## config.mk

```make
export PLATFORM = sky130hd
export DESIGN_NAME = rpl_div
export DESIGN_NICKNAME = d
export VERILOG_FILES = /design/src/design/rpl_pkg.sv /design/src/design/rpl_div.sv
export SDC_FILE = /design/constraint.sdc
export NUM_CORES = 1
export LEC_CHECK = 0
export BUFFER_PORTS_ARGS = -buffer_cell sky130_fd_sc_hd__buf_2
export CAP_MARGIN = 20
export CORE_UTILIZATION = 55
export DETAILED_ROUTE_END_ITERATION = 6
export PLACE_DENSITY = 0.84
export SYNTH_ARGS = -nofsm -noshare
export SYNTH_HDL_FRONTEND = slang
export SYNTH_SLANG_ARGS = --single-unit
```

## constraint.sdc

```tcl
create_clock -name clk -period 8.02 [get_ports clk]
set_input_delay 2.005 -clock clk [delete_from_list [all_inputs] [get_ports clk]]
set_output_delay 2.005 -clock clk [all_outputs]
set_load 0.01 [all_outputs]
```

## src/design/rpl_pkg.sv

```systemverilog
// ----------------------------------------------------------------------------
// rpl_pkg
// Shared types and constants for the per-peer token bucket limiter.
// ----------------------------------------------------------------------------
package rpl_pkg;

    localparam int DEF_TABLE_ENTRIES = 64;
    localparam int FRAC_BITS         = 24;
    localparam int LEVEL_W           = 40;
    localparam int TIME_W            = 32;
    localparam int BYTES_W           = 33;
    localparam int PROD_W            = 52;
    localparam int THR_W             = 36;
    localparam int DIVIDEND_W        = 60;
    localparam int DIVISOR_W         = 20;

    localparam logic [19:0] PPS_RESET   = 20'd1000;
    localparam logic [31:0] BLIM_RESET  = 32'd0;
    localparam logic [15:0] BURST_RESET = 16'd16;
    localparam logic [19:0] TPS_RESET   = 20'd1000;

    typedef enum logic [1:0] {
        ACT_CHECK  = 2'd0,
        ACT_TICK   = 2'd1,
        ACT_REMOVE = 2'd2,
        ACT_CLEAR  = 2'd3
    } action_t;

    typedef enum logic [2:0] {
        ST_ALLOWED  = 3'd0,
        ST_NO_TOKEN = 3'd1,
        ST_BYTE_LIM = 3'd2,
        ST_FULL     = 3'd3,
        ST_DONE     = 3'd4
    } status_t;

    typedef enum logic [1:0] {
        REG_PPS   = 2'd0,
        REG_BLIM  = 2'd1,
        REG_BURST = 2'd2,
        REG_TPS   = 2'd3
    } cfg_reg_t;

    typedef enum logic [1:0] {
        CAM_NOP    = 2'd0,
        CAM_INSERT = 2'd1,
        CAM_REMOVE = 2'd2,
        CAM_CLEAR  = 2'd3
    } cam_op_t;

    typedef struct packed {
        logic hit;
        logic has_free;
    } look_t;

    typedef struct packed {
        logic [LEVEL_W-1:0] level;
        logic [TIME_W-1:0]  last_refill;
        logic [BYTES_W-1:0] bytes;
        logic [TIME_W-1:0]  window_start;
    } entry_t;

endpackage

```

## src/design/rpl_div.sv

```systemverilog
// ----------------------------------------------------------------------------
// rpl_div
// Restoring divider, one quotient bit per cycle, for the refill increment.
// ----------------------------------------------------------------------------
module rpl_div
    import rpl_pkg::*;
(
    input  logic                  clk,
    input  logic                  rst_n,
    input  logic                  start,
    input  logic [DIVIDEND_W-1:0] dividend,
    input  logic [DIVISOR_W-1:0]  divisor,
    output logic                  done,
    output logic [LEVEL_W-1:0]    quotient
);

    localparam int CNT_W = $clog2(DIVIDEND_W + 1);

    logic [DIVIDEND_W-1:0] quo_reg;
    logic [DIVISOR_W-1:0]  rem_reg;
    logic [DIVISOR_W-1:0]  div_reg;
    logic [CNT_W-1:0]      cnt_reg;
    logic                  busy_reg;
    logic                  done_reg;
    logic [DIVISOR_W:0]    shifted;
    logic                  qbit;

    assign shifted  = {rem_reg, quo_reg[DIVIDEND_W-1]};
    assign qbit     = (shifted >= {1'b0, div_reg});
    assign done     = done_reg;
    assign quotient = quo_reg[LEVEL_W-1:0];

    always_ff @(posedge clk or negedge rst_n)
    begin
        if (!rst_n)
        begin
            busy_reg <= 1'b0;
            done_reg <= 1'b0;
            cnt_reg  <= '0;
        end
        else
        begin
            done_reg <= 1'b0;
            if (start)
            begin
                busy_reg <= 1'b1;
                cnt_reg  <= CNT_W'(DIVIDEND_W);
            end
            else if (busy_reg)
            begin
                cnt_reg <= cnt_reg - 1'b1;
                if (cnt_reg == CNT_W'(1))
                begin
                    busy_reg <= 1'b0;
                    done_reg <= 1'b1;
                end
            end
        end
    end

    always_ff @(posedge clk)
    begin
        if (start)
        begin
            quo_reg <= dividend;
            rem_reg <= '0;
            div_reg <= divisor;
        end
        else if (busy_reg)
        begin
            quo_reg <= {quo_reg[DIVIDEND_W-2:0], qbit};
            rem_reg <= qbit ? DIVISOR_W'(shifted - {1'b0, div_reg}) : shifted[DIVISOR_W-1:0];
        end
    end

endmodule

```

==> results <==
- The sequential element share of the synthesized area is 0.5069.
- The run finished with clean final reports.
- Yosys printed 0 warnings.
- The peak fanout along the critical path is 60.
- The post-detailed-route via-to-cell ratio is 5.543.
- The final RePlAce weighted congestion is 0.9202.
- The netlist area before placement is 5924 sq um.
- The number of buffers created by CTS is 9.
- The tree built by TritonCTS fans out to 108 sinks.
- The number of violations of the max-capacitance limit is 0.
- The worst setup slack for register-to-register paths is 5180 ps.
- The register with the most flip-flops in the layout has 60 of them.
- TritonCTS built the clock tree.
- The initial core utilization is 0.5713.
- The peak supply drop is 120.2 uV.
- In this run, post-CTS repair resized a total of 0 instances.
- The cell sitting at the root of the clock tree is a clkbuf_8.
- The remaining number of nets flagged by the antenna check after routing is 0.
- Leaving out fill and tap cells, the most frequent cell in the layout is buf_2.
- The number of hold-slack violations in the final timing report came to 0.
- The critical path in this run is classified as in -> reg.
- The summed negative setup slack over all endpoints is 0 ps.
- The analysis attributes to net switching a power of 0.5507 mW.
- Dividing the detail-routed wire length by the instance count gives 15.69 um.
- In the routed design, unresolved DRC markers number 0.
- 0 antenna diodes ended up in the layout.
- Power spread over the standard cell area amounts to 256.3 nW/um^2.
- After synthesis, the netlist uses 63 different library cells.
- The floorplan has 37 rows.
- Setup violations remaining at the end of the flow were counted as 0.
- The number of filler cells placed in the layout is 833.
- The max-slew violation count is 0.
- The area enclosed by the die boundary is 11190 sq um.
- The total overflow left after global routing is 0.
- The routed design has 11.27 mm of wire.
- The total of flip-flops plus latches after synthesis is 108.
- The clock passes through at most 2 buffers.
- The overall routing resource usage is 0.2118.
- After clock tree synthesis, the clock-pin slew on the worst setup and hold paths is 100 ps.
- The dominant register cell in the synthesized netlist is edfxtp_1.
- Internal power comes to 1.118 mW.
- At the pin with the least slew margin, the transition time is 674.5 ps.
- Yosys mapped a number of flops with a built-in enable equal to 80.
- The share of async-settable or async-resettable flops after synthesis is 0.07407.
- The reported leakage power is 2.833 nW.
- Across the routed clock network, the largest skew measured is 10.82 ps.
- STA puts the critical path data arrival time at 3660 ps.
- The number of antenna violations at the first check in global routing is 0.
- The mean post-synth cell area is 11.78 sq um.
- The post-synthesis net count is 609.
- Detailed placement finished with a half-perimeter wire length of 7.987 mm.
- The count of TritonRoute iterations in the first routing pass is 5.
- The clock period could shrink to 3520 ps.
- Of the available clock period, the critical path in the final layout requires 0.4389.
- In this run the tightest slew margin relative to its limit is 0.5504.
- The horizontal die dimension is 105.8 um.
- Of the total power, the clock network draws 0.205.
- After layout, the design draws a total of 1.669 mW.
- The core area is 10370 sq um.
- Setup repair after global routing left no endpoint under its margin.
- Of the cells placed in the final design, the portion with a size suffix greater than 1 is 0.3780.
- The kind of start point of the critical path is an input port.
- The min-delay analysis places its worst path in the category reg -> reg.
- The count of nets after finishing is 683.
- The library cells used most frequently in the layout, excluding fill and tap cells, are 122 x buf_2, 80 x edfxtp_1, 59 x mux2_2.
- In this run, post-CTS hold repair placed 0 buffers.
- The switching share of total power is 0.3300.
- The data required time of the worst path is 8160 ps.
- The share of total power in combinational logic is 0.352.
- The latest clock arrival within the worst-skew pair is 380 ps.
- In this run the count of I/O pins placed on the die edge is 124.
- Synthesis produced 503 cells.
- The total of buffers placed on input and output ports is 123.
- The register share of total power is 0.443.
- STA classifies the critical path endpoint as a flip-flop.
- The post-synthesis to final-layout area growth is 9.884%.
- In this run, the number of DRC markers left after iteration 0 of detailed routing was 235.
- The number of levels the H-tree was split into is 3.
- The number of global-route vias before repair is 3981.
- The first global-routing pass estimated 18.66 mm of wire.
- The pin count of the biggest net entering global routing is 61.
- Post-CTS timing repair inserted 0 buffers for setup.
- The total number of vias is 3980.
- The achievable frequency is 284.1 MHz.
- Measured along the y axis, the die boundary spans 105.8 um.
-- metal layers --
layer	GRT usage	share of wire	up-vias
met1	0.2707	0.42	1870
met2	0.3389	0.49	152
li1	-	-	1936
met4	0.08730	0.024	0
met5	0	0	-
met3	0.05937	0.066	22
-- worst max-delay path: stages --
cell	delay, ps
buf_4	510
buf_4	670
mux2_2	420
-- final cells by class --
type | count | area (sq um) | area share
multi-input cells | 302 | 2364 | 0.3631
repair buffers | 127 | 660.6 | 0.1015
clock inverters | 7 | 80.08 | 0.01230
inverters | 29 | 108.9 | 0.01672
clock buffers | 9 | 123.9 | 0.01903
flip-flops and latches | 108 | 3003 | 0.4613
well taps | 136 | 170.2 | 0.02614
-- through the flow --
stage                     area [sq um]  utilization  hold WS (ps)  cells  worst slack (ps)
final                             6510       0.6278         506.9    718              4500
after global routing              6510       0.6278         539.7    718              4423
after CTS                         6490       0.6258         510.2    717              4384
after detailed placement          6286       0.6062         493.2    701              3971
after global placement            6286       0.6062         481.3    701              4032
after floorplan                   5924            -         463.3    503              3784
-- worst paths after layout --
path	start	to	depth (start not counted)
max in group asynchronous	rst_n	cnt_reg[5]$_DFFE_PN0P_	1
max	start	quo_reg[9]$_DFFE_PP_	3
max reg2reg	div_reg[8]$_DFFE_PP_	rem_reg[9]$_SDFFE_PP0P_	10
min reg2reg	rem_reg[8]$_SDFFE_PP0P_	rem_reg[8]$_SDFFE_PP0P_	2
min	rem_reg[8]$_SDFFE_PP0P_	rem_reg[8]$_SDFFE_PP0P_	2
min in group asynchronous	rst_n	cnt_reg[3]$_DFFE_PN0P_	1
-- cell usage after synthesis, types with 6 or more instances --
master    count  area share
a211oi_1     11       0.014
dfrtp_1       8       0.034
nand2_1      20       0.013
edfxtp_1     80        0.41
mux2i_1      10       0.017
xor2_1        7       0.010
a21oi_1      22       0.019
nor2_1       31       0.020
clkbuf_1     15      0.0095
nor3_1       10      0.0084
a31oi_1       6      0.0063
inv_1        29       0.018
buf_4        40       0.051
dfxtp_1      20       0.068
ha_1         22       0.046
nand2b_1     10       0.011
o21ai_0       9      0.0076
xnor2_1      12       0.018
mux2_2       59        0.11
-- power by group through the flow --
| stage | Clock [mW] | Sequential (mW) | Combinational (mW) |
|---|---|---|---|
| after floorplan | 0 | 0.734 | 0.521 |
| after global placement | 0 | 0.745 | 0.567 |
| after detailed placement | 0 | 0.750 | 0.583 |
| after global routing | 0.374 | 0.749 | 0.652 |
| final | 0.342 | 0.738 | 0.588 |
| after CTS | 0.354 | 0.739 | 0.587 |
-- logic make-up after synthesis --
kind of cell | Yosys count | synth area share
compound gates | 86 | 0.09927
xor+xnor | 19 | 0.02809
fa+ha+maj | 23 | 0.04984
buf+inv | 93 | 0.09419
flops | 108 | 0.5069
mux | 69 | 0.1290
simple gates | 105 | 0.09272
Power figures use the tool's default switching activity.
