$ cat src/design/rpl_pkg.sv
// ----------------------------------------------------------------------------
// rpl_pkg
// Shared types and constants for the per-peer token bucket limiter.
// ----------------------------------------------------------------------------
package rpl_pkg;

    localparam int DEF_TABLE_ENTRIES = 64;
    localparam int FRAC_BITS         = 24;
    localparam int LEVEL_W           = 40;
    localparam int TIME_W            = 32;
    localparam int BYTES_W           = 33;
    localparam int PROD_W            = 52;
    localparam int THR_W             = 36;
    localparam int DIVIDEND_W        = 60;
    localparam int DIVISOR_W         = 20;

    localparam logic [19:0] PPS_RESET   = 20'd1000;
    localparam logic [31:0] BLIM_RESET  = 32'd0;
    localparam logic [15:0] BURST_RESET = 16'd16;
    localparam logic [19:0] TPS_RESET   = 20'd1000;

    typedef enum logic [1:0] {
        ACT_CHECK  = 2'd0,
        ACT_TICK   = 2'd1,
        ACT_REMOVE = 2'd2,
        ACT_CLEAR  = 2'd3
    } action_t;

    typedef enum logic [2:0] {
        ST_ALLOWED  = 3'd0,
        ST_NO_TOKEN = 3'd1,
        ST_BYTE_LIM = 3'd2,
        ST_FULL     = 3'd3,
        ST_DONE     = 3'd4
    } status_t;

    typedef enum logic [1:0] {
        REG_PPS   = 2'd0,
        REG_BLIM  = 2'd1,
        REG_BURST = 2'd2,
        REG_TPS   = 2'd3
    } cfg_reg_t;

    typedef enum logic [1:0] {
        CAM_NOP    = 2'd0,
        CAM_INSERT = 2'd1,
        CAM_REMOVE = 2'd2,
        CAM_CLEAR  = 2'd3
    } cam_op_t;

    typedef struct packed {
        logic hit;
        logic has_free;
    } look_t;

    typedef struct packed {
        logic [LEVEL_W-1:0] level;
        logic [TIME_W-1:0]  last_refill;
        logic [BYTES_W-1:0] bytes;
        logic [TIME_W-1:0]  window_start;
    } entry_t;

endpackage

$ cat src/design/rpl_cam.sv
// ----------------------------------------------------------------------------
// rpl_cam
// Peer key table with valid bits, parallel match and lowest free slot search.
// ----------------------------------------------------------------------------
module rpl_cam
    import rpl_pkg::*;
#(
    parameter int ENTRIES = DEF_TABLE_ENTRIES,
    parameter int IDX_W   = (ENTRIES > 1) ? $clog2(ENTRIES) : 1
)
(
    input  logic             clk,
    input  logic             rst_n,
    input  logic [31:0]      key,
    input  cam_op_t          op,
    input  logic [IDX_W-1:0] wr_idx,
    output look_t            look,
    output logic [IDX_W-1:0] hit_idx,
    output logic [IDX_W-1:0] free_idx
);

    logic [ENTRIES-1:0] valid_reg;
    logic [31:0]        key_reg [ENTRIES];
    logic [ENTRIES-1:0] match;

    always_comb
    begin
        for (int i = 0; i < ENTRIES; i++)
        begin
            match[i] = valid_reg[i] && (key_reg[i] == key);
        end
    end

    always_comb
    begin
        hit_idx  = '0;
        free_idx = '0;
        for (int i = ENTRIES - 1; i >= 0; i--)
        begin
            if (match[i])
            begin
                hit_idx = IDX_W'(i);
            end
            if (!valid_reg[i])
            begin
                free_idx = IDX_W'(i);
            end
        end
        look.hit      = |match;
        look.has_free = ~&valid_reg;
    end

    always_ff @(posedge clk or negedge rst_n)
    begin
        if (!rst_n)
        begin
            valid_reg <= '0;
        end
        else
        begin
            unique case (op)
                CAM_NOP:    valid_reg <= valid_reg;
                CAM_INSERT: valid_reg[wr_idx] <= 1'b1;
                CAM_REMOVE: valid_reg <= valid_reg & ~match;
                CAM_CLEAR:  valid_reg <= '0;
                default:    valid_reg <= valid_reg;
            endcase
        end
    end

    always_ff @(posedge clk)
    begin
        if (op == CAM_INSERT)
        begin
            key_reg[wr_idx] <= key;
        end
    end

endmodule

$ cat config.mk
export PLATFORM = sky130hd
export DESIGN_NAME = rpl_cam
export DESIGN_NICKNAME = d
export VERILOG_FILES = /design/src/design/rpl_pkg.sv /design/src/design/rpl_cam.sv
export SDC_FILE = /design/constraint.sdc
export NUM_CORES = 2
export LEC_CHECK = 0
export ABC_AREA = 1
export BUFFER_PORTS_ARGS = -buffer_cell sky130_fd_sc_hd__buf_4
export CELL_PAD_IN_SITES_DETAIL_PLACEMENT = 1
export CELL_PAD_IN_SITES_GLOBAL_PLACEMENT = 1
export CORE_MARGIN = 2
export CORE_UTILIZATION = 54
export CTS_BUF_LIST = sky130_fd_sc_hd__clkbuf_8
export CTS_CLUSTER_SIZE = 16
export DETAILED_ROUTE_END_ITERATION = 7
export PLACE_DENSITY_LB_ADDON = 0.2
export SYNTH_ARGS = -nofsm -noshare
export SYNTH_HDL_FRONTEND = slang
export SYNTH_SLANG_ARGS = --single-unit
$ cat constraint.sdc
create_clock -name clk -period 7.97 [get_ports clk]
set_input_delay 0.797 -clock clk [delete_from_list [all_inputs] [get_ports clk]]
set_output_delay 0.797 -clock clk [all_outputs]
set_load 0.1 [all_outputs]
==> impl_metrics.env <==
export IMPL_r2r_cells=7
export IMPL_slowest_delay_ns=0.57
export IMPL_largest_register_ffs=2048
export IMPL_fin_area_sq_um=106000
export IMPL_path_depth=59
export IMPL_clock_skew_ns=0.0450
export IMPL_switching_power_w=0.00561
export IMPL_hold_slack_ns=0.0929
export IMPL_io_pins=56
export IMPL_crit_path_max_fanout=23
export IMPL_seqPwrFrac_pct=53.2
export IMPL_nets=7801
export IMPL_leakage_nw=36.1
export IMPL_overflow=0
export IMPL_crit_start="key[4]"
export IMPL_dp_slack_ns=0.756
export IMPL_synth_area_sq_um=93500
export IMPL_worstSetupPathType="in2out"
export IMPL_dp_hpwl_um=200000
export IMPL_report_final_slew_viol_count=0
export IMPL_drc_errors=0
export IMPL_cts_root_buf="clkbuf_8"
export IMPL_hp_class="in2reg"
export IMPL_drt_wl_total_um=312000
export IMPL_cp_data_arrival_time_ns=6.67
export IMPL_power_w=0.0230
export IMPL_antenna_found_initial=16
export IMPL_grt_usage_pct=34.9
export IMPL_final_common_cell="edfxtp_1"
export IMPL_core_area_sq_um=172000
export IMPL_tritoncts="done"
export IMPL_initial_core_util_pct=54.4
export IMPL_first_pass_iters=6
export IMPL_clock_latency_ns=1.07
export IMPL_setup_ws_ns=0.498
export IMPL_syn_nets=7266
export IMPL_critical_path_top_delay_family="simple AND/OR/NAND/NOR gates"
export IMPL_synth_async_reset_ratio_pct=3.03
export IMPL_syn_inst=7224
export IMPL_synth_top_area_share_pct=65.8
export IMPL_min_delay_path_depth=1
export IMPL_syn2layout_area_growth_pct=13.7
export IMPL_crit_path_start_kind="primary input"
export IMPL_first_iter_violations=6542
export IMPL_place_congestion=0.952
export IMPL_grt_max_degree=51
export IMPL_worst_path_buf_inv=7
export IMPL_dieHeight_um=420
export IMPL_grt_pass1_vias=66400
export IMPL_synth_edf_count=2048
export IMPL_tightest_slew_ns=1.28
export IMPL_sw_frac_of_total_pct=24.4
export IMPL_status="complete, no violations"
export IMPL_required_ns=7.17
export IMPL_clkPwrFrac_pct=39.6
export IMPL_p_per_area_nw_per_um2=216
export IMPL_yosysWarningCount=0
export IMPL_synth_area_leaders="edfxtp_1, xnor2_1, nand2_1"
export IMPL_ys_ff_latch=2112
export IMPL_pwr_share_comb_pct=7.1
export IMPL_setup_viol=0
export IMPL_fillers=16800
export IMPL_h_tree_depth=5
export IMPL_utilization_pct=61.8
export IMPL_via_count=62400
export IMPL_cts_num_sinks=2112
export IMPL_timing_fmax_mhz=134
export IMPL_period_share_pct=93.7
export IMPL_row_count=152
export IMPL_ys_flop_type="edfxtp_1"
export IMPL_reg2reg_from="key_reg[20][22]"
export IMPL_cts_reportedPaths_clkPinSlew_ns=0.06
export IMPL_numPortBuffers=55
export IMPL_period_needed_ns=7.47
export IMPL_routedWlPerCell_um=30.2
export IMPL_die_area_sq_um=177000
export IMPL_synth_distinct_cells=54
export IMPL_vdd_drop_max_mv=0.194
export IMPL_fp_dieW_um=420
export IMPL_hold_violations=0
export IMPL_final_cell_mix="edfxtp_1, nand2_1, xnor2_1, or2_2, buf_4"
export IMPL_slowest_stage="dlygate4sd3_1"
export IMPL_min_delay_start="key[17]"
export IMPL_cts_made_buffers=365
export IMPL_dpl_cell_area_sq_um=98800
export IMPL_drv_cap=0
export IMPL_cts_max_path_buffers=4
export IMPL_synth_area_per_cell_sq_um=12.9
export IMPL_drive_gt1_share_pct=20.5
export IMPL_internal_power_w=0.0174
export IMPL_crit_path_end_kind="primary output"
export IMPL_synth_largest_area_cell="edfxtp_1"
export IMPL_grt_pass1_wl_um=445000
export IMPL_drtAntennaViolNets=0
export IMPL_relSlewSlack_pct=14.5
export IMPL_via_per_inst=6.04
export IMPL_seq_area_frac_synth_pct=67.5
export IMPL_crit_top_cell="nand2_1"
-- metal layers --
| layer | vias to the layer above | wire [um] | share of wire [%] | track usage, % |
|---|---|---|---|---|
| li1 | 26400 | - | - | - |
| met1 | 32200 | 120000 | 38 | 44.7 |
| met2 | 2997 | 149000 | 48 | 57.3 |
| met3 | 839 | 25400 | 8.1 | 6.13 |
| met4 | 4 | 17800 | 5.7 | 18.0 |
| met5 | - | 23 | 0.0074 | 0.0834 |
-- final timing paths --
kind | to | slack [ns]
min in group asynchronous | valid_reg[1] | 0.17
worst min register to register | valid_reg[59] | 0.54
max in group asynchronous | valid_reg[54] | 6.73
worst max-delay path | hit_idx[0] | 0.50
worst min-delay path | key_reg[63][17] | 0.09
worst max register to register | valid_reg[20] | 5.14
-- logic make-up (layout without fill, tap and decap cells) --
| family | count (synthesis) | after routing | share of synthesized area (%) |
|---|---|---|---|
| compound gates | 214 | 214 | 1.28 |
| xor+xnor | 1367 | 1367 | 12.8 |
| buf+inv | 480 | 1275 | 2.32 |
| flops | 2112 | 2112 | 67.5 |
| other cells | 0 | 5 | 0 |
| simple gates | 3051 | 3051 | 16.1 |
-- worst register-to-register path, delay by kind of cell (launching register included) --
family	cells	cell delay, ns
xor gates and xnor gates	1	0.17
and+or+nand+nor	3	1.69
DFF	1	0.38
AOI/OAI and AO/OA	3	0.48
-- Yosys cell counts (all sizes together), types with 2 or more instances --
master      n
nand4     282
a21boi      5
o21bai      4
dfrtp      64
o22ai      36
nand3     382
nor4b       4
nor2      348
o2111ai     2
buf       177
nor3       64
nor4      183
or2       610
inv       158
nand2    1086
and2       27
clkinv      2
a31oi       6
xnor2    1078
edfxtp   2048
nor3b      49
o31ai       2
or4         8
nand3b      6
a21oi      70
o21ai      81
xor2      289
clkbuf    143
-- per-stage QoR --
stage | setup TNS [ns] | std cells
4_1_cts | 0 | 10300
5_1_grt | -0.0492 | 10300
6_report | 0 | 10300
2_1_floorplan | 0 | 7224
3_3_place_gp | 0 | 9653
3_5_place_dp | 0 | 9653
-- power groups by stage --
stage | Clock (W) | Combinational [W] | Sequential [W]
floorplan | 0 | 0.000797 | 0.0125
global placement | 0 | 0.00148 | 0.0125
detailed placement | 0 | 0.00155 | 0.0125
CTS | 0.00922 | 0.00157 | 0.0122
global route | 0.00966 | 0.00172 | 0.0122
finish | 0.00912 | 0.00165 | 0.0122
-- area by class of cell --
cell class	instances	area, sq um	share of cell area (%)
Antenna cell	5	12.5	0.0118
Clock buffer	380	5230	4.92
Clock inverter	247	1200	1.13
Inverter	160	636	0.598
Multi-Input combinational cell	4632	28800	27.1
Sequential cell	2112	63100	59.3
Tap cell	2310	2890	2.72
Timing Repair Buffer	488	4450	4.18
-- what timing repair did --
| action | CTS | global route |
|---|---|---|
| endpoints found under the setup margin | 0 | 1 |
| setup buffers | 0 | 30 |
| endpoints found under the hold margin | 44 | 0 |
| hold buffers | 12 | 0 |
| gates resized for setup | 0 | 126 |
Note: power is estimated with default switching activity, not from simulation.
